## src/b64lw_pkg.sv

```systemverilog
// Shared types, constants and the alphabet lookup for the Base64 encoder
// with line wrapping. Depends on nothing; every other file uses it.
`timescale 1ns / 1ps
`default_nettype none

package b64lw_pkg;

   // Default line length in characters (CR LF not counted).
   localparam int LINE_CHARS_DEFAULT = 76;

   // Most characters that one input item can cause: four symbols and CR LF.
   localparam int MAX_CHARS = 6;
   localparam int CNT_W     = $clog2(MAX_CHARS + 1);

   localparam logic [7:0] CHAR_PAD = 8'h3D;   // '='
   localparam logic [7:0] CHAR_CR  = 8'h0D;
   localparam logic [7:0] CHAR_LF  = 8'h0A;

   typedef logic [CNT_W-1:0] count_type;

   // Characters of one item, handed from the encoder to the output buffer.
   typedef struct packed {
      logic                           load;      // buffer takes this group
      count_type                      count;     // number of valid characters
      logic                           msg_last;  // item ended the message
      logic [MAX_CHARS-1:0][7:0]      chars;     // character 0 is sent first
   } group_type;

   // Standard alphabet: A-Z, a-z, 0-9, '+', '/'.
   function automatic logic [7:0] sym(input logic [5:0] v);
      logic [7:0] v8;
      logic [7:0] c;
      v8 = {2'b00, v};
      if (v < 6'd26) begin
         c = v8 + 8'd65;
      end else if (v < 6'd52) begin
         c = v8 + 8'd71;
      end else if (v < 6'd62) begin
         c = v8 - 8'd4;
      end else if (v == 6'd62) begin
         c = 8'h2B;
      end else begin
         c = 8'h2F;
      end
      return c;
   endfunction

endpackage

`default_nettype wire

```

## src/b64lw_encode.sv

```systemverilog
// Encoder stage: group state, line count and the characters of one item.
// Depends on b64lw_pkg.
`timescale 1ns / 1ps
`default_nettype none

module b64lw_encode #(
   parameter int LINE_CHARS = b64lw_pkg::LINE_CHARS_DEFAULT
) (
   input  wire logic                  clock,
   input  wire logic                  reset,
   input  wire logic                  in_valid,
   input  wire logic [7:0]            in_data,
   input  wire logic                  in_last,
   input  wire logic                  buf_free,
   output logic                       advance,
   output b64lw_pkg::group_type       group
);

   localparam int GROUPS = LINE_CHARS / 4;
   localparam int LGW    = $clog2(GROUPS + 1);
   localparam logic [LGW-1:0] GROUPS_C = LGW'(GROUPS);

   logic [1:0]      phase_ff,   phase_in;
   logic [15:0]     pending_ff, pending_in;
   logic [LGW-1:0]  lines_ff,   lines_in;

   logic [1:0]      phase;
   logic [7:0]      b0, b1;
   logic [23:0]     w;
   logic [LGW-1:0]  lines_inc;
   logic            wrap;

   always_comb begin
      phase     = (phase_ff == 2'd3) ? 2'd0 : phase_ff;
      b0        = pending_ff[15:8];
      b1        = pending_ff[7:0];
      w         = {b0, b1, in_data};
      lines_inc = lines_ff + LGW'(1);
      wrap      = (lines_inc >= GROUPS_C);

      phase_in       = phase_ff;
      pending_in     = pending_ff;
      lines_in       = lines_ff;
      group.chars    = '0;
      group.count    = '0;
      group.msg_last = in_last;

      if (phase == 2'd2) begin
         group.chars[0] = b64lw_pkg::sym(w[23:18]);
         group.chars[1] = b64lw_pkg::sym(w[17:12]);
         group.chars[2] = b64lw_pkg::sym(w[11:6]);
         group.chars[3] = b64lw_pkg::sym(w[5:0]);
         if (wrap) begin
            group.chars[4] = b64lw_pkg::CHAR_CR;
            group.chars[5] = b64lw_pkg::CHAR_LF;
            group.count    = b64lw_pkg::count_type'(6);
            lines_in       = '0;
         end else begin
            group.count = b64lw_pkg::count_type'(4);
            lines_in    = lines_inc;
         end
         phase_in   = 2'd0;
         pending_in = '0;
      end else if (in_last) begin
         group.count = b64lw_pkg::count_type'(4);
         if (phase == 2'd0) begin
            group.chars[0] = b64lw_pkg::sym(in_data[7:2]);
            group.chars[1] = b64lw_pkg::sym({in_data[1:0], 4'b0000});
            group.chars[2] = b64lw_pkg::CHAR_PAD;
            group.chars[3] = b64lw_pkg::CHAR_PAD;
         end else begin
            group.chars[0] = b64lw_pkg::sym(b0[7:2]);
            group.chars[1] = b64lw_pkg::sym({b0[1:0], in_data[7:4]});
            group.chars[2] = b64lw_pkg::sym({in_data[3:0], 2'b00});
            group.chars[3] = b64lw_pkg::CHAR_PAD;
         end
      end else if (phase == 2'd0) begin
         pending_in = {in_data, 8'h00};
         phase_in   = 2'd1;
      end else begin
         pending_in = {b0, in_data};
         phase_in   = 2'd2;
      end

      // The end of a message returns everything to the reset state.
      if (in_last) begin
         phase_in   = '0;
         pending_in = '0;
         lines_in   = '0;
      end

      // An item that only gathers a byte never waits for the buffer.
      advance    = in_valid && ((group.count == '0) || buf_free);
      group.load = advance && (group.count != '0);
   end

   always_ff @(posedge clock) begin
      if (reset) begin
         phase_ff   <= '0;
         pending_ff <= '0;
         lines_ff   <= '0;
      end else if (advance) begin
         phase_ff   <= phase_in;
         pending_ff <= pending_in;
         lines_ff   <= lines_in;
      end
   end

endmodule

`default_nettype wire

```

## src/b64lw_serial.sv

```systemverilog
// Output buffer: holds the characters of one item and sends one per cycle unless stalled.
// Depends on b64lw_pkg.
`timescale 1ns / 1ps
`default_nettype none

module b64lw_serial (
   input  wire logic                  clock,
   input  wire logic                  reset,
   input  wire b64lw_pkg::group_type  group,
   output logic                       buf_free,
   output logic                       rsp_valid,
   input  wire logic                  rsp_stall,
   output logic [7:0]                 rsp_out_char,
   output logic                       rsp_run_last,
   output logic                       rsp_message_end
);

   logic [b64lw_pkg::MAX_CHARS-1:0][7:0] chars_ff;
   b64lw_pkg::count_type                 count_ff;
   b64lw_pkg::count_type                 idx_ff;
   logic                                 msg_last_ff;
   logic                                 take;
   logic                                 final_char;

   always_comb begin
      rsp_valid       = (count_ff != '0);
      final_char      = (idx_ff == (count_ff - b64lw_pkg::count_type'(1)));
      take            = rsp_valid && !rsp_stall;
      buf_free        = !rsp_valid || (take && final_char);
      rsp_out_char    = chars_ff[idx_ff];
      rsp_run_last    = final_char;
      rsp_message_end = final_char && msg_last_ff;
   end

   always_ff @(posedge clock) begin
      if (reset) begin
         count_ff <= '0;
         idx_ff   <= '0;
      end else if (group.load) begin
         count_ff <= group.count;
         idx_ff   <= '0;
      end else if (take) begin
         if (final_char) begin
            count_ff <= '0;
            idx_ff   <= '0;
         end else begin
            idx_ff <= idx_ff + b64lw_pkg::count_type'(1);
         end
      end
   end

   always_ff @(posedge clock) begin
      if (group.load) begin
         chars_ff    <= group.chars;
         msg_last_ff <= group.msg_last;
      end
   end

endmodule

`default_nettype wire

```

## src/base64_encoder_line_wrap.sv

```systemverilog
// An accepted byte waits in the input register, is encoded combinationally, and its
// characters are registered in the output buffer before the first one is offered.
// Throughput: one byte per cycle while bytes are only gathered; a completed group
//   occupies the character output for its four characters, or six with CR LF after it.
// The single character output sets the rate on a stream.
// Reset is synchronous and active high; it empties both stages and clears the state.
`timescale 1ns / 1ps
`default_nettype none

module base64_encoder_line_wrap #(
   parameter int LINE_CHARS = b64lw_pkg::LINE_CHARS_DEFAULT
) (
   input  wire logic        clock,
   input  wire logic        reset,

   input  wire logic        req_valid,
   output logic             req_stall,
   input  wire logic [7:0]  req_data_byte,
   input  wire logic        req_last_byte,

   output logic             rsp_valid,
   input  wire logic        rsp_stall,
   output logic [7:0]       rsp_out_char,
   output logic             rsp_run_last,
   output logic             rsp_message_end
);

   // The input register holds one accepted item. It is released as soon as
   // the encoder can pass it on: at once for a byte that only joins the
   // pending group, or when the output buffer is empty or sends its final
   // character in this cycle for a byte that produces characters. A new item
   // is taken in the same cycle as the register is released, so bytes can
   // follow one another without a gap.
   logic        in_valid_ff, in_valid_in;
   logic [7:0]  in_data_ff;
   logic        in_last_ff;

   logic                 advance;
   logic                 buf_free;
   b64lw_pkg::group_type group;

   always_comb begin
      req_stall   = in_valid_ff && !advance;
      in_valid_in = (req_valid && !req_stall) || (in_valid_ff && !advance);
   end

   always_ff @(posedge clock) begin
      if (reset) begin
         in_valid_ff <= 1'b0;
      end else begin
         in_valid_ff <= in_valid_in;
      end
   end

   always_ff @(posedge clock) begin
      if (req_valid && !req_stall) begin
         in_data_ff <= req_data_byte;
         in_last_ff <= req_last_byte;
      end
   end

   // The encoder keeps the pending bytes, the position in the three-byte
   // group and the number of complete groups on the current line, and forms
   // every character that the held item causes in a single pass.
   b64lw_encode #(
      .LINE_CHARS (LINE_CHARS)
   ) u_encode (
      .clock    (clock),
      .reset    (reset),
      .in_valid (in_valid_ff),
      .in_data  (in_data_ff),
      .in_last  (in_last_ff),
      .buf_free (buf_free),
      .advance  (advance),
      .group    (group)
   );

   // The output buffer stores up to six characters and presents them one
   // per cycle while rsp_stall is low, marking the final character of each
   // item and, for the item that ends the message, the end of the whole message.
   b64lw_serial u_serial (
      .clock           (clock),
      .reset           (reset),
      .group           (group),
      .buf_free        (buf_free),
      .rsp_valid       (rsp_valid),
      .rsp_stall       (rsp_stall),
      .rsp_out_char    (rsp_out_char),
      .rsp_run_last    (rsp_run_last),
      .rsp_message_end (rsp_message_end)
   );

endmodule

`default_nettype wire
```

## config.mk

```make
export PLATFORM = sky130hd
export DESIGN_NAME = base64_encoder_line_wrap
export DESIGN_NICKNAME = d
export VERILOG_FILES = /design/src/b64lw_pkg.sv /design/src/b64lw_encode.sv /design/src/b64lw_serial.sv /design/src/base64_encoder_line_wrap.sv
export SDC_FILE = /design/constraint.sdc
export NUM_CORES = 1
export LEC_CHECK = 0
export BUFFER_PORTS_ARGS = -buffer_cell sky130_fd_sc_hd__buf_2
export CORE_UTILIZATION = 35
export CTS_BUF_LIST = sky130_fd_sc_hd__clkbuf_8
export DETAILED_ROUTE_END_ITERATION = 6
export PLACE_DENSITY = 0.61
export SLEW_MARGIN = 15
export SYNTH_ARGS = -nofsm -noshare
export SYNTH_HDL_FRONTEND = slang
export SYNTH_SLANG_ARGS = --single-unit
```

## constraint.sdc

```tcl
create_clock -name clock -period 2.49 [get_ports clock]
set_clock_uncertainty 0.1 [all_clocks]
set_input_delay 0.498 -clock clock [delete_from_list [all_inputs] [get_ports clock]]
set_output_delay 0.498 -clock clock [all_outputs]
set_load 0.01 [all_outputs]
```

Yosys cells after proc, flatten, opt, wreduce, memory -nomap -nowiden. Index checks and enable logic that the tools add are counted. Widths: inputs -> output; s select.

Input port bits: 13. Flip-flop bits (word level): 88. Output and inout bits: 12.

Muxes and demuxes: 53. Equal/unequal tests: 9. Add/sub/neg operators: 27. Reduce and logical (&&, ||, !) cells: 26. Magnitude comparators: 26.

Operator list (count): $mux 8 (25); $add 6x7->8 const B (16); $lt 6x6->1 const B (16); $mux 32 (2); $sub 6x3->7 const B (8); $lt 6x5->1 const B (8); $mux 16 (3); $eq 6x6->1 const B (6); $mux 3 (12); $bmux 8 s3 (1); $mux 24 (1); $mux 5 (3); $mux 12 (1); $mux 2 (5); $reduce_bool 3->1 (3); $logic_and 1x1->1 (7); $reduce_and 2->1 (3); $reduce_bool 2->1 (3); $add 5x1->5 const B (1); $ge 5x5->1 const B (1); $eq 2x2->1 const B (2); $logic_not 1->1 (4); $lt 3x4->1 const B (1); $add 3x1->3 const B (1); other kinds (6) (8).

Longest topological paths before layout. Gate-level depths: netlist (run 1).

Depth in word-level cells: 12. Depth in mapped cells: 10. Gate-level depth less buffers: 9.

Cells and area by module. From an unflattened synthesis (run 1), not the netlist that was laid out.

Cell total of the unflattened synthesis: 722. Area, all modules: 6456.2 um2.

By module, submodules not included: b64lw_encode (area an instance 3861.2 um2, cells an instance 579, sequential area each 460.4 um2, instances 1); b64lw_serial (area an instance 2274.7 um2, cells an instance 130, sequential area each 1591.5 um2, instances 1); base64_encoder_line_wrap (area an instance 320.3 um2, cells an instance 13, sequential area each 290.3 um2, instances 1).

Worst setup path after synthesis (run 1). No wires, ideal clock.

Path kind: reg-to-reg. From: register u_serial.count_ff[1]. To: register u_encode.lines_ff[3]. Stages on the path, launching flop included: 10. Data arrival time: 2144 ps. Buffers on the path: 0. Library setup time: 128 ps. Clock period less this slack: 2371 ps. Data required time: 2262 ps. Setup slack: 119 ps. Cells stage by stage: dfxtp_1 -> inv_1 -> ha_1 -> xnor2_1 -> o41ai_4 -> nand2_4 -> inv_2 -> o21ai_0 -> a21oi_1 -> nor2_1.

Word-level cells in the longest chain between the ends: 7.

Ends and longest elaborated chain: start, declared (line b64lw_serial.sv:19) `b64lw_pkg::count_type count_ff;`; start signal, assigned (line b64lw_serial.sv:40) `count_ff <= group.count;`; $sub 3x1->3 / $reduce_bool 3->1 (equally long branches) (line b64lw_serial.sv:27, b64lw_serial.sv:26); $eq 3x3->1 / $logic_and 1x1->1 (equally long branches) (line b64lw_serial.sv:27, b64lw_serial.sv:28); $logic_and 1x1->1 (line b64lw_serial.sv:29) `buf_free = !rsp_valid || (take && final_char);`; $logic_or 1x1->1 (*) (line b64lw_serial.sv:29); $logic_or 1x1->1 (*) (line b64lw_encode.sv:93) `advance = in_valid && ((group.count == '0) || buf_free);`; $logic_and 1x1->1 (*) (line b64lw_encode.sv:93); $reduce_and 2->1 (no line) (*); end signal, assigned (line b64lw_encode.sv:105) `lines_ff <= lines_in;`; end, declared (line b64lw_encode.sv:25) `logic [LGW-1:0] lines_ff, lines_in;`.

Mark *: on every way between the ends. The rest lies on a longest branch, timed or not. A chain may end at the register's enable or synchronous reset.

Worst setup path in the final report (run 1).
From: register u_serial.count_ff[1]. To: output req_stall.

Word-level cells in the longest chain between the ends: 8.

Ends and longest elaborated chain: $sub 3x1->3 / $reduce_bool 3->1 (equally long branches) (line b64lw_serial.sv:27, b64lw_serial.sv:26); $eq 3x3->1 / $logic_and 1x1->1 (equally long branches) (line b64lw_serial.sv:27, b64lw_serial.sv:28); $logic_and 1x1->1 (line b64lw_serial.sv:29); $logic_or 1x1->1 (*) (line b64lw_serial.sv:29); $logic_or 1x1->1 (*) (line b64lw_encode.sv:93); $logic_and 1x1->1 (*) (line b64lw_encode.sv:93); $logic_not 1->1 (*) (line base64_encoder_line_wrap.sv:43) `req_stall = in_valid_ff && !advance;`; $logic_and 1x1->1 (*) (line base64_encoder_line_wrap.sv:43); end, declared (line base64_encoder_line_wrap.sv:17) `output logic req_stall,`.

Marked as above.

==> flow_metrics.env, run 1 <==
export IMPL_dieHeight_um=126.8
export IMPL_synth_edff_count=43
export IMPL_cpMaxStageDelayCell="or3b_4"
export IMPL_worstHoldPathCells=1
export IMPL_hp_start="req_data_byte[0]"
export IMPL_cts_sinks=72
export IMPL_pin_count=25
export IMPL_final_nets=766
export IMPL_clock_latency_ns=0.38
export IMPL_drive_gt1_share_pct=18.03
export IMPL_drc=0
export IMPL_syn_area_per_cell_um2=8.253
export IMPL_reg2reg_depth=8
export IMPL_vdd_ir_drop_max_mv=0.3091
export IMPL_min_to="in_data_ff[0]"
export IMPL_synth_area_leaders="edfxtp_1 24%, dfxtp_1 11%, ha_1 8.5%"
export IMPL_crit_arrival_ns=1.84
export IMPL_num_rows=45
export IMPL_die_x_um=126.8
export IMPL_crit_path_start_kind="flip-flop"
export IMPL_numCtsBuffers=9
export IMPL_clk_pin_slew_ns=0.09
export IMPL_finalSetupViolCount=0
export IMPL_power_density_nw_per_um2=462.6
export IMPL_finalCritPeriodShare_pct=97.90
export IMPL_hold_ws_ns=0.1906
export IMPL_hold_path_class="in -> reg"
export IMPL_wl_um=16530
export IMPL_critPathRequiredTime_ns=1.89
export IMPL_setup_worst_path_class="reg -> out"
export IMPL_relSlewSlack_pct=57.97
export IMPL_syn_to_final_growth_pct=17.71
export IMPL_vias=5296
export IMPL_multi_input_area_um2=3322
export IMPL_die_area_um2=16090
export IMPL_grt_first_pass_wirelength_um=26540
export IMPL_synth_nets=711
export IMPL_status="finished, final reports clean"
export IMPL_fillers=1500
export IMPL_drtIter0Drc=568
export IMPL_async_flop_share_pct=0
export IMPL_power_mw=2.971
export IMPL_critPathTopFamily="simple AND/OR/NAND/NOR gates"
export IMPL_crit_chain="inv_1 -> ha_4 -> xnor2_4 -> o41ai_4 -> or3b_4 -> inv_2 -> buf_6"
export IMPL_grt_ovfl_total=0
export IMPL_grt_pass1_vias=4994
export IMPL_ys_flop_type="edfxtp_1"
export IMPL_grt_start_max_net_pins=30
export IMPL_synth_top_area_share_pct=23.67
export IMPL_ys_seq_area_share_pct=34.31
export IMPL_cp_end_kind="output pin"
export IMPL_worstMarginPinSlew_ns=0.6304
export IMPL_slowest_delay_ns=0.41
export IMPL_reg2reg_setup_slack_ns=0.15
export IMPL_slew_viol_final=0
export IMPL_ant_nets=0
export IMPL_r2r_end="u_serial.chars_ff[26]"
export IMPL_cp_max_fo=2
export IMPL_cts_tree="done"
export IMPL_drv_cap=0
export IMPL_core_area_um2=15200
export IMPL_initial_utilization_pct=35.88
export IMPL_numPortBuffers=24
export IMPL_min_period_ns=2.438
export IMPL_netlist_area_um2=5455
export IMPL_critical_path_buf_inv_count=3
export IMPL_yosys_warnings=0
export IMPL_cts_htree_levels=3
export IMPL_r2r_start="in_data_ff[2]"
export IMPL_fmax_mhz=410.2
export IMPL_ys_ff_latch=72
export IMPL_hpwl_um=12570
export IMPL_rsz0062_at_grt="true"
export IMPL_hold_viol_final=0
export IMPL_synth_cells=661
export IMPL_ys_types=69
export IMPL_antenna_found_initial=0
export IMPL_yosysTopAreaCell="edfxtp_1"
export IMPL_final_util_pct=42.24
export IMPL_drt_wirelength_per_cell_um=18.18
export IMPL_root_buffer="clkbuf_8"
export IMPL_avgViaCountPerCell=5.826
export IMPL_leakagePower_nw=2.382
export IMPL_grt_usage_pct=21.20
export IMPL_drtPass1Iterations=5
export IMPL_finalWeightedCongestion=0.9398
export IMPL_diodes=0
export IMPL_cts_max_path_buffers=2
export IMPL_hold_buffers=0
export IMPL_final_seq_area_um2=1877
-- kinds of logic (layout without fill, tap and decap cells) --
family | count (synthesis) | in the layout | share of synthesized area, %
AOI/OAI and AO/OA | 227 | 227 | 25.78
and+or+nand+nor | 216 | 216 | 19.27
buffers and inverters | 79 | 139 | 5.665
DFF | 72 | 72 | 34.31
adders and majority gates | 37 | 37 | 8.486
xor gates and xnor gates | 19 | 19 | 3.050
muxes | 11 | 11 | 3.440
-- stage by stage --
stage	cell area, um2	setup slack [ns]	cells	TNS [ns]
CTS	6387	-0.006110	907	-0.006110
detailed placement	6113	0.1081	890	0
global route	6421	-0.02566	909	-0.02566
global placement	6113	0.1319	890	0
finish	6421	0.05222	909	0
floorplan	5455	0.1188	661	0
-- metal layers --
layer	up-vias	wire [um]	GRT usage (%)
li1	2540	-	-
met1	2486	7611	28.60
met2	223	7446	33.48
met3	47	947	3.585
met4	0	522	8.964
met5	-	0	0
-- cell usage in the layout (no fill, tap or decap), drive strengths merged, types with 3 or more instances in the layout --
cell      n
a21oi    90
buf      84
nand2    62
nor2     44
o21ai    44
edfxtp   43
inv      40
ha       37
nand3    33
dfxtp    29
nor3     25
xnor2    19
a211oi   14
a21o     13
a31oi    13
nor2b    10
o22ai    10
nand2b    9
clkbuf    9
and2      8
mux4      6
nand4     5
o31ai     4
nor4      4
nor3b     4
clkinv    4
mux2i     3
a22oi     3
o311ai    3
o2111ai   3
o211ai    3
o32ai     3
-- state kept, by name (all words and copies together), names as in the netlist --
name	flops
u_encode.lines_ff	5
in_valid_ff	1
u_encode.pending_ff	16
in_last_ff	1
in_data_ff	8
u_serial.msg_last_ff	1
u_serial.idx_ff	3
u_encode.phase_ff	2
u_serial.count_ff	2
u_serial.chars_ff	33
-- power breakdown --
group | internal (mW) | total, mW | switching, mW | leakage, nW
sequential | 1.30 | 1.34 | 0.0353 | 0.630
combinational | 0.212 | 0.523 | 0.311 | 1.64
clock | 0.578 | 1.11 | 0.530 | 0.116
total | 2.09 | 2.97 | 0.877 | 2.38
-- worst max-delay path by stage --
stage | from | to | slack [ns] | cells past startpoint
after global placement | u_serial.count_ff[1] | req_stall | 0.13 | 7
final | u_serial.count_ff[1] | req_stall | 0.05 | 7
after detailed placement | u_serial.count_ff[1] | req_stall | 0.11 | 7
after global routing | u_serial.count_ff[2] | req_stall | -0.03 | 7
after CTS | u_serial.count_ff[1] | req_stall | -0.006 | 7
after floorplan | u_serial.count_ff[1] | u_encode.lines_ff[3] | 0.12 | 9
-- what timing repair did --
item	in CTS	in global routing
buffers inserted	1	2
endpoints found under the setup margin	2	7
resized for setup	7	8
pin swaps	1	3
hold endpoints to repair	0	0
-- Yosys cell counts, types with 3 or more instances --
| library cell | number |
|---|---|
| a211oi_1 | 14 |
| o311ai_0 | 3 |
| nor3b_1 | 4 |
| buf_2 | 4 |
| nand3_1 | 33 |
| o32ai_1 | 3 |
| nand4_1 | 5 |
| nor2b_1 | 10 |
| and2_1 | 8 |
| inv_1 | 36 |
| nor4_1 | 4 |
| a22oi_1 | 3 |
| o31ai_1 | 4 |
| a21o_1 | 13 |
| nor2_1 | 43 |
| nand2_1 | 61 |
| mux2i_1 | 3 |
| o21ai_0 | 42 |
| xnor2_1 | 19 |
| mux4_2 | 6 |
| nand2b_1 | 9 |
| dfxtp_1 | 29 |
| o22ai_1 | 10 |
| o211ai_1 | 3 |
| clkbuf_1 | 33 |
| ha_1 | 37 |
| nor3_1 | 25 |
| a31oi_1 | 13 |
| o2111ai_1 | 3 |
| edfxtp_1 | 43 |
| a21oi_1 | 90 |
-- area by class of cell --
type | count | area share, %
multi-input cells | 510 | 51.73
flip-flops and latches | 72 | 29.23
repair buffers | 84 | 9.567
well taps | 188 | 3.663
inverters | 39 | 2.280
clock buffers | 9 | 1.929
clock inverters | 7 | 1.598
(Power assumes the default switching activity.)
==> inputs of run 2 (changes only) <==
--- a/config.mk
+++ b/config.mk
@@ -7,7 +7,7 @@
 export LEC_CHECK = 0
 export BUFFER_PORTS_ARGS = -buffer_cell sky130_fd_sc_hd__buf_2
 export CORE_UTILIZATION = 35
-export CTS_BUF_LIST = sky130_fd_sc_hd__clkbuf_8
+export CTS_BUF_LIST = sky130_fd_sc_hd__clkbuf_16
 export DETAILED_ROUTE_END_ITERATION = 6
 export PLACE_DENSITY = 0.61
 export SLEW_MARGIN = 15
==> flow_metrics.env, run 2 (same netlist as run 1, synthesis figures left out) <==
export IMPL_clock_latency_ns=0.35
export IMPL_placed_cell_area_um2=6113
export IMPL_numPortBuffers=24
export IMPL_relSlewSlack_pct=58.48
export IMPL_pwr_share_seq_pct=40.3
export IMPL_cts_max_path_buffers=2
export IMPL_top_register="u_serial.chars_ff"
export IMPL_leakagePower_nw=2.427
export IMPL_final_util_pct=42.81
export IMPL_cts_htree_levels=3
export IMPL_grt_start_max_net_pins=30
export IMPL_reg_top3="u_serial.chars_ff: 33 flops, u_encode.pending_ff: 16 flops, in_data_ff: 8 flops"
export IMPL_hold_buffers=0
export IMPL_fmax_mhz=415.6
export IMPL_critPathRequiredTime_ns=1.89
export IMPL_numCtsBuffers=9
export IMPL_status="finished, final reports clean"
export IMPL_dieHeight_um=126.8
export IMPL_vdd_ir_drop_max_mv=0.3016
export IMPL_hpwl_um=12570
export IMPL_cts_tree="done"
export IMPL_rsz0062_at_grt="false"
export IMPL_final_nets=766
export IMPL_hold_viol_final=0
export IMPL_drv_cap=0
export IMPL_finalWeightedCongestion=0.9398
export IMPL_r2r_start="in_data_ff[2]"
export IMPL_num_rows=45
export IMPL_grt_busiest_layer="met2"
export IMPL_min_period_ns=2.406
export IMPL_crit_arrival_ns=1.81
export IMPL_drtPass1Iterations=5
export IMPL_cts_sinks=72
export IMPL_reg2reg_depth=8
export IMPL_setup_worst_path_class="reg -> out"
export IMPL_final_setup_tns_ns=0
export IMPL_drive_gt1_share_pct=17.75
export IMPL_vias=5298
export IMPL_hold_ws_ns=0.2200
export IMPL_p_comb_share_pct=15.8
export IMPL_swShare_pct=27.52
export IMPL_ant_nets=0
export IMPL_cp_max_fo=2
export IMPL_use_met3_pct=4.892
export IMPL_antenna_found_initial=0
export IMPL_grt_usage_pct=21.25
export IMPL_grt_pass1_vias=5029
export IMPL_grt_ovfl_total=0
export IMPL_avgViaCountPerCell=5.828
export IMPL_grt_met2_usage_pct=33.35
export IMPL_worstMarginPinSlew_ns=0.6229
export IMPL_wl_um=16580
export IMPL_finalCritPeriodShare_pct=96.62
export IMPL_drc=0
export IMPL_drt_wirelength_per_cell_um=18.24
export IMPL_root_buffer="clkbuf_16"
export IMPL_worstHoldPathCells=1
export IMPL_largest_register_ffs=33
export IMPL_diodes=0
export IMPL_power_mw=3.323
export IMPL_initial_utilization_pct=35.88
export IMPL_cp_end_kind="output pin"
export IMPL_die_area_um2=16090
export IMPL_p_sw_uw=914.4
export IMPL_slew_viol_final=0
export IMPL_core_area_um2=15200
export IMPL_finalSetupViolCount=0
export IMPL_final_cell_area_um2=6509
export IMPL_clkPwrFrac_pct=43.9
export IMPL_cp_startpoint="u_serial.count_ff[1]"
export IMPL_pin_count=25
export IMPL_crit_path_start_kind="flip-flop"
export IMPL_syn_to_final_growth_pct=19.31
export IMPL_power_density_nw_per_um2=510.5
export IMPL_layout_common_cells="90 x a21oi_1, 61 x nand2_1, 57 x buf_4"
export IMPL_drtIter0Drc=589
export IMPL_p_int_mw=2.408
export IMPL_final_common_cell="a21oi_1"
export IMPL_grt_first_pass_wirelength_um=26440
export IMPL_use_met1_pct=27.81
export IMPL_clk_pin_slew_ns=0.06
export IMPL_die_x_um=126.8
export IMPL_hp_start="req_data_byte[0]"
export IMPL_hold_path_class="in -> reg"
-- run 2: cell counts in the layout (fill, tap and decap cells not counted) --
Identical to the previous run, type by type.
-- run 2: power by group through the flow --
| stage | combinational (mW) | sequential (mW) | clock [mW] |
|---|---|---|---|
| detailed placement | 0.504 | 1.37 | 0 |
| CTS | 0.512 | 1.34 | 1.49 |
| global placement | 0.498 | 1.36 | 0 |
| global route | 0.570 | 1.34 | 1.54 |
| floorplan | 0.318 | 1.35 | 0 |
| finish | 0.525 | 1.34 | 1.46 |
-- run 2: metal layers --
| metal | wire length [um] | vias to the layer above |
|---|---|---|
| met4 | 502 | 0 |
| met3 | 1202 | 48 |
| li1 | - | 2542 |
| met2 | 7450 | 223 |
| met1 | 7420 | 2485 |
| met5 | 0 | - |
-- run 2: cell type report --
class                           instances  area, um2
Clock inverter                          7      102.6
Multi-Input combinational cell        510       3314
Sequential cell                        72       1877
Timing Repair Buffer                   84      608.1
Fill cell                            1498       8693
Clock buffer                            9      225.2
Inverter                               39      146.4
Tap cell                              188      235.2
-- run 2: final timing paths --
check | to | slack, ns
worst max-delay path | req_stall | 0.08
worst min-delay path | in_data_ff[0] | 0.22
worst max register to register | u_serial.chars_ff[26] | 0.13
worst min register to register | u_encode.phase_ff[1] | 0.39
-- run 2: repair_timing --
item	in CTS	in global routing
endpoints found under the setup margin	1	6
hold endpoints to repair	0	0
setup buffers	0	3
resized for setup	7	5
pin swaps	1	1
-- run 2: critical path, cell delays in order (launching register included) --
cell,delay [ns]
dfxtp_2,0.32
inv_1,0.06
ha_4,0.26
xnor2_4,0.17
o41ai_4,0.09
or3b_4,0.39
inv_2,0.06
buf_2,0.12
-- run 2: metrics by stage --
stage          instances  setup WS, ns
4_1_cts              906      0.002881
6_report             909       0.08408
3_5_place_dp         890        0.1081
5_1_grt              909      0.005045
2_1_floorplan        661        0.1188
3_3_place_gp         890        0.1319
==> inputs of run 3 (changes only) <==
--- a/config.mk
+++ b/config.mk
@@ -6,10 +6,10 @@
 export NUM_CORES = 1
 export LEC_CHECK = 0
 export BUFFER_PORTS_ARGS = -buffer_cell sky130_fd_sc_hd__buf_2
-export CORE_UTILIZATION = 35
+export CORE_UTILIZATION = 55
 export CTS_BUF_LIST = sky130_fd_sc_hd__clkbuf_16
 export DETAILED_ROUTE_END_ITERATION = 6
-export PLACE_DENSITY = 0.61
+export PLACE_DENSITY = 0.84
 export SLEW_MARGIN = 15
 export SYNTH_ARGS = -nofsm -noshare
 export SYNTH_HDL_FRONTEND = slang
==> flow_metrics.env, run 3 (same netlist as run 1, synthesis figures left out) <==
export IMPL_core_area_um2=9415
export IMPL_final_common_cell="a21oi_1"
export IMPL_drt_wirelength_per_cell_um=19.29
export IMPL_place_ws_ns=0.06702
export IMPL_hpwl_um=11960
export IMPL_reg_top3="u_serial.chars_ff: 33 flops, u_encode.pending_ff: 16 flops, in_data_ff: 8 flops"
export IMPL_diodes=0
export IMPL_finalWorstSetupSlack_ns=-0.05545
export IMPL_die_x_um=101.6
export IMPL_initial_utilization_pct=57.94
export IMPL_reg2reg_depth=7
export IMPL_power_mw=3.326
export IMPL_top_register="u_serial.chars_ff"
export IMPL_crit_path_start_kind="flip-flop"
export IMPL_syn_to_final_growth_pct=18.10
export IMPL_drv_cap=0
export IMPL_rsz0062_at_grt="true"
export IMPL_worstHoldPathCells=1
export IMPL_r2r_end="in_data_ff[3]"
export IMPL_drive_gt1_share_pct=17.69
export IMPL_final_nets=763
export IMPL_grt_start_max_net_pins=30
export IMPL_grt_pass1_vias=4976
export IMPL_status="finished, violations left"
export IMPL_drtPass1Iterations=6
export IMPL_wl_met2_um=7634
export IMPL_grt_usage_pct=32.80
export IMPL_numCtsBuffers=9
export IMPL_finalCritPeriodShare_pct=102.2
export IMPL_cts_htree_levels=3
export IMPL_avgViaCountPerCell=6.449
export IMPL_crit_arrival_ns=1.95
export IMPL_violations="negative setup slack"
export IMPL_relSlewSlack_pct=54.07
export IMPL_cts_sinks=72
export IMPL_drt_met1_wl_um=6750
export IMPL_clk_pin_slew_ns=0.07
export IMPL_highest_layer="met4"
export IMPL_dr_wl_met3_um=1475
export IMPL_finalSetupViolCount=7
export IMPL_power_density_nw_per_um2=516.2
export IMPL_cp_end_kind="output pin"
export IMPL_ant_nets=0
export IMPL_cts_tree="done"
export IMPL_r2r_start="u_serial.count_ff[2]"
export IMPL_worstMarginPinSlew_ns=0.6864
export IMPL_fmax_mhz=392.9
export IMPL_num_rows=35
export IMPL_largest_register_ffs=33
export IMPL_fillers=696
export IMPL_antenna_found_initial=0
export IMPL_final_cells=847
export IMPL_layout_common_cells="90 x a21oi_1, 61 x nand2_1, 55 x buf_4"
export IMPL_wl_um=16340
export IMPL_cts_max_path_buffers=2
export IMPL_cp_startpoint="u_serial.count_ff[2]"
export IMPL_drc=0
export IMPL_die_area_um2=10320
export IMPL_setup_worst_path_class="reg -> out"
export IMPL_cp_max_fo=2
export IMPL_hold_ws_ns=0.2326
export IMPL_grt_first_pass_wirelength_um=25720
export IMPL_hold_viol_final=0
export IMPL_leakagePower_nw=2.434
export IMPL_slew_viol_final=0
export IMPL_vdd_ir_drop_max_mv=0.3645
export IMPL_critPathRequiredTime_ns=1.89
export IMPL_pin_count=25
export IMPL_dieHeight_um=101.6
export IMPL_numPortBuffers=24
export IMPL_min_period_ns=2.545
export IMPL_grt_ovfl_total=0
export IMPL_root_buffer="clkbuf_16"
export IMPL_drtIter0Drc=761
export IMPL_hold_path_class="in -> reg"
export IMPL_vias=5462
export IMPL_place_inst=830
export IMPL_reg2reg_setup_slack_ns=0
export IMPL_hp_start="req_data_byte[7]"
export IMPL_finalWeightedCongestion=1.013
export IMPL_clock_latency_ns=0.34
export IMPL_hold_buffers=0
export IMPL_min_to="in_data_ff[7]"
run 3: how the worst max path moves through the flow:
stage / endpoint / depth (start not counted) / slack [ns]
3_5_place_dp: in_data_ff[3] / 7 / 0.07
3_3_place_gp: in_data_ff[3] / 7 / 0.11
5_1_grt: in_data_ff[2] / 7 / -0.09
6_report: req_stall / 7 / -0.06
4_1_cts: rsp_message_end / 6 / -0.16
2_1_floorplan: u_encode.lines_ff[3] / 9 / 0.12
run 3: cell type report:
class | instances | area (um2) | share of cell area [%]
well taps | 129 | 161.4 | 2.505
inverters | 39 | 146.4 | 2.272
clock inverters | 5 | 65.06 | 1.010
clock buffers | 11 | 275.3 | 4.273
multi-input cells | 510 | 3341 | 51.85
flip-flops and latches | 72 | 1874 | 29.09
repair buffers | 81 | 579.3 | 8.992
run 3: metrics by stage:
stage / setup TNS [ns] / instance area [um2] / util [%]
after floorplan: 0 / 5455 / -
final: -0.08331 / 6442 / 68.43
after global placement: 0 / 6020 / 63.93
after CTS: -0.3550 / 6367 / 67.63
after global routing: -0.8911 / 6442 / 68.43
after detailed placement: 0 / 6020 / 63.93
run 3: per-layer routing:
layer	global-route usage, %	vias up
li1	-	2536
met5	0	-
met4	9.810	0
met1	43.93	2555
met3	7.246	50
met2	53.07	321
run 3: worst max-delay path: stages (launching register included):
cell and delay, ns:
dfxtp_2 0.34, inv_2 0.04, ha_4 0.25, xnor2_4 0.15, o41ai_4 0.46, or3b_4 0.22
inv_2 0.04, buf_6 0.11
run 3: what timing repair did:
action                     4_1_cts  5_1_grt
setup endpoints to repair        3       16
pin swaps                        0        4
gates resized for setup          1       15
buffers inserted                 0        1
run 3: power by group:
group	switching [mW]	internal, mW
Sequential	0.0352	1.30
Clock	0.548	0.911
Combinational	0.316	0.211
Total	0.899	2.43
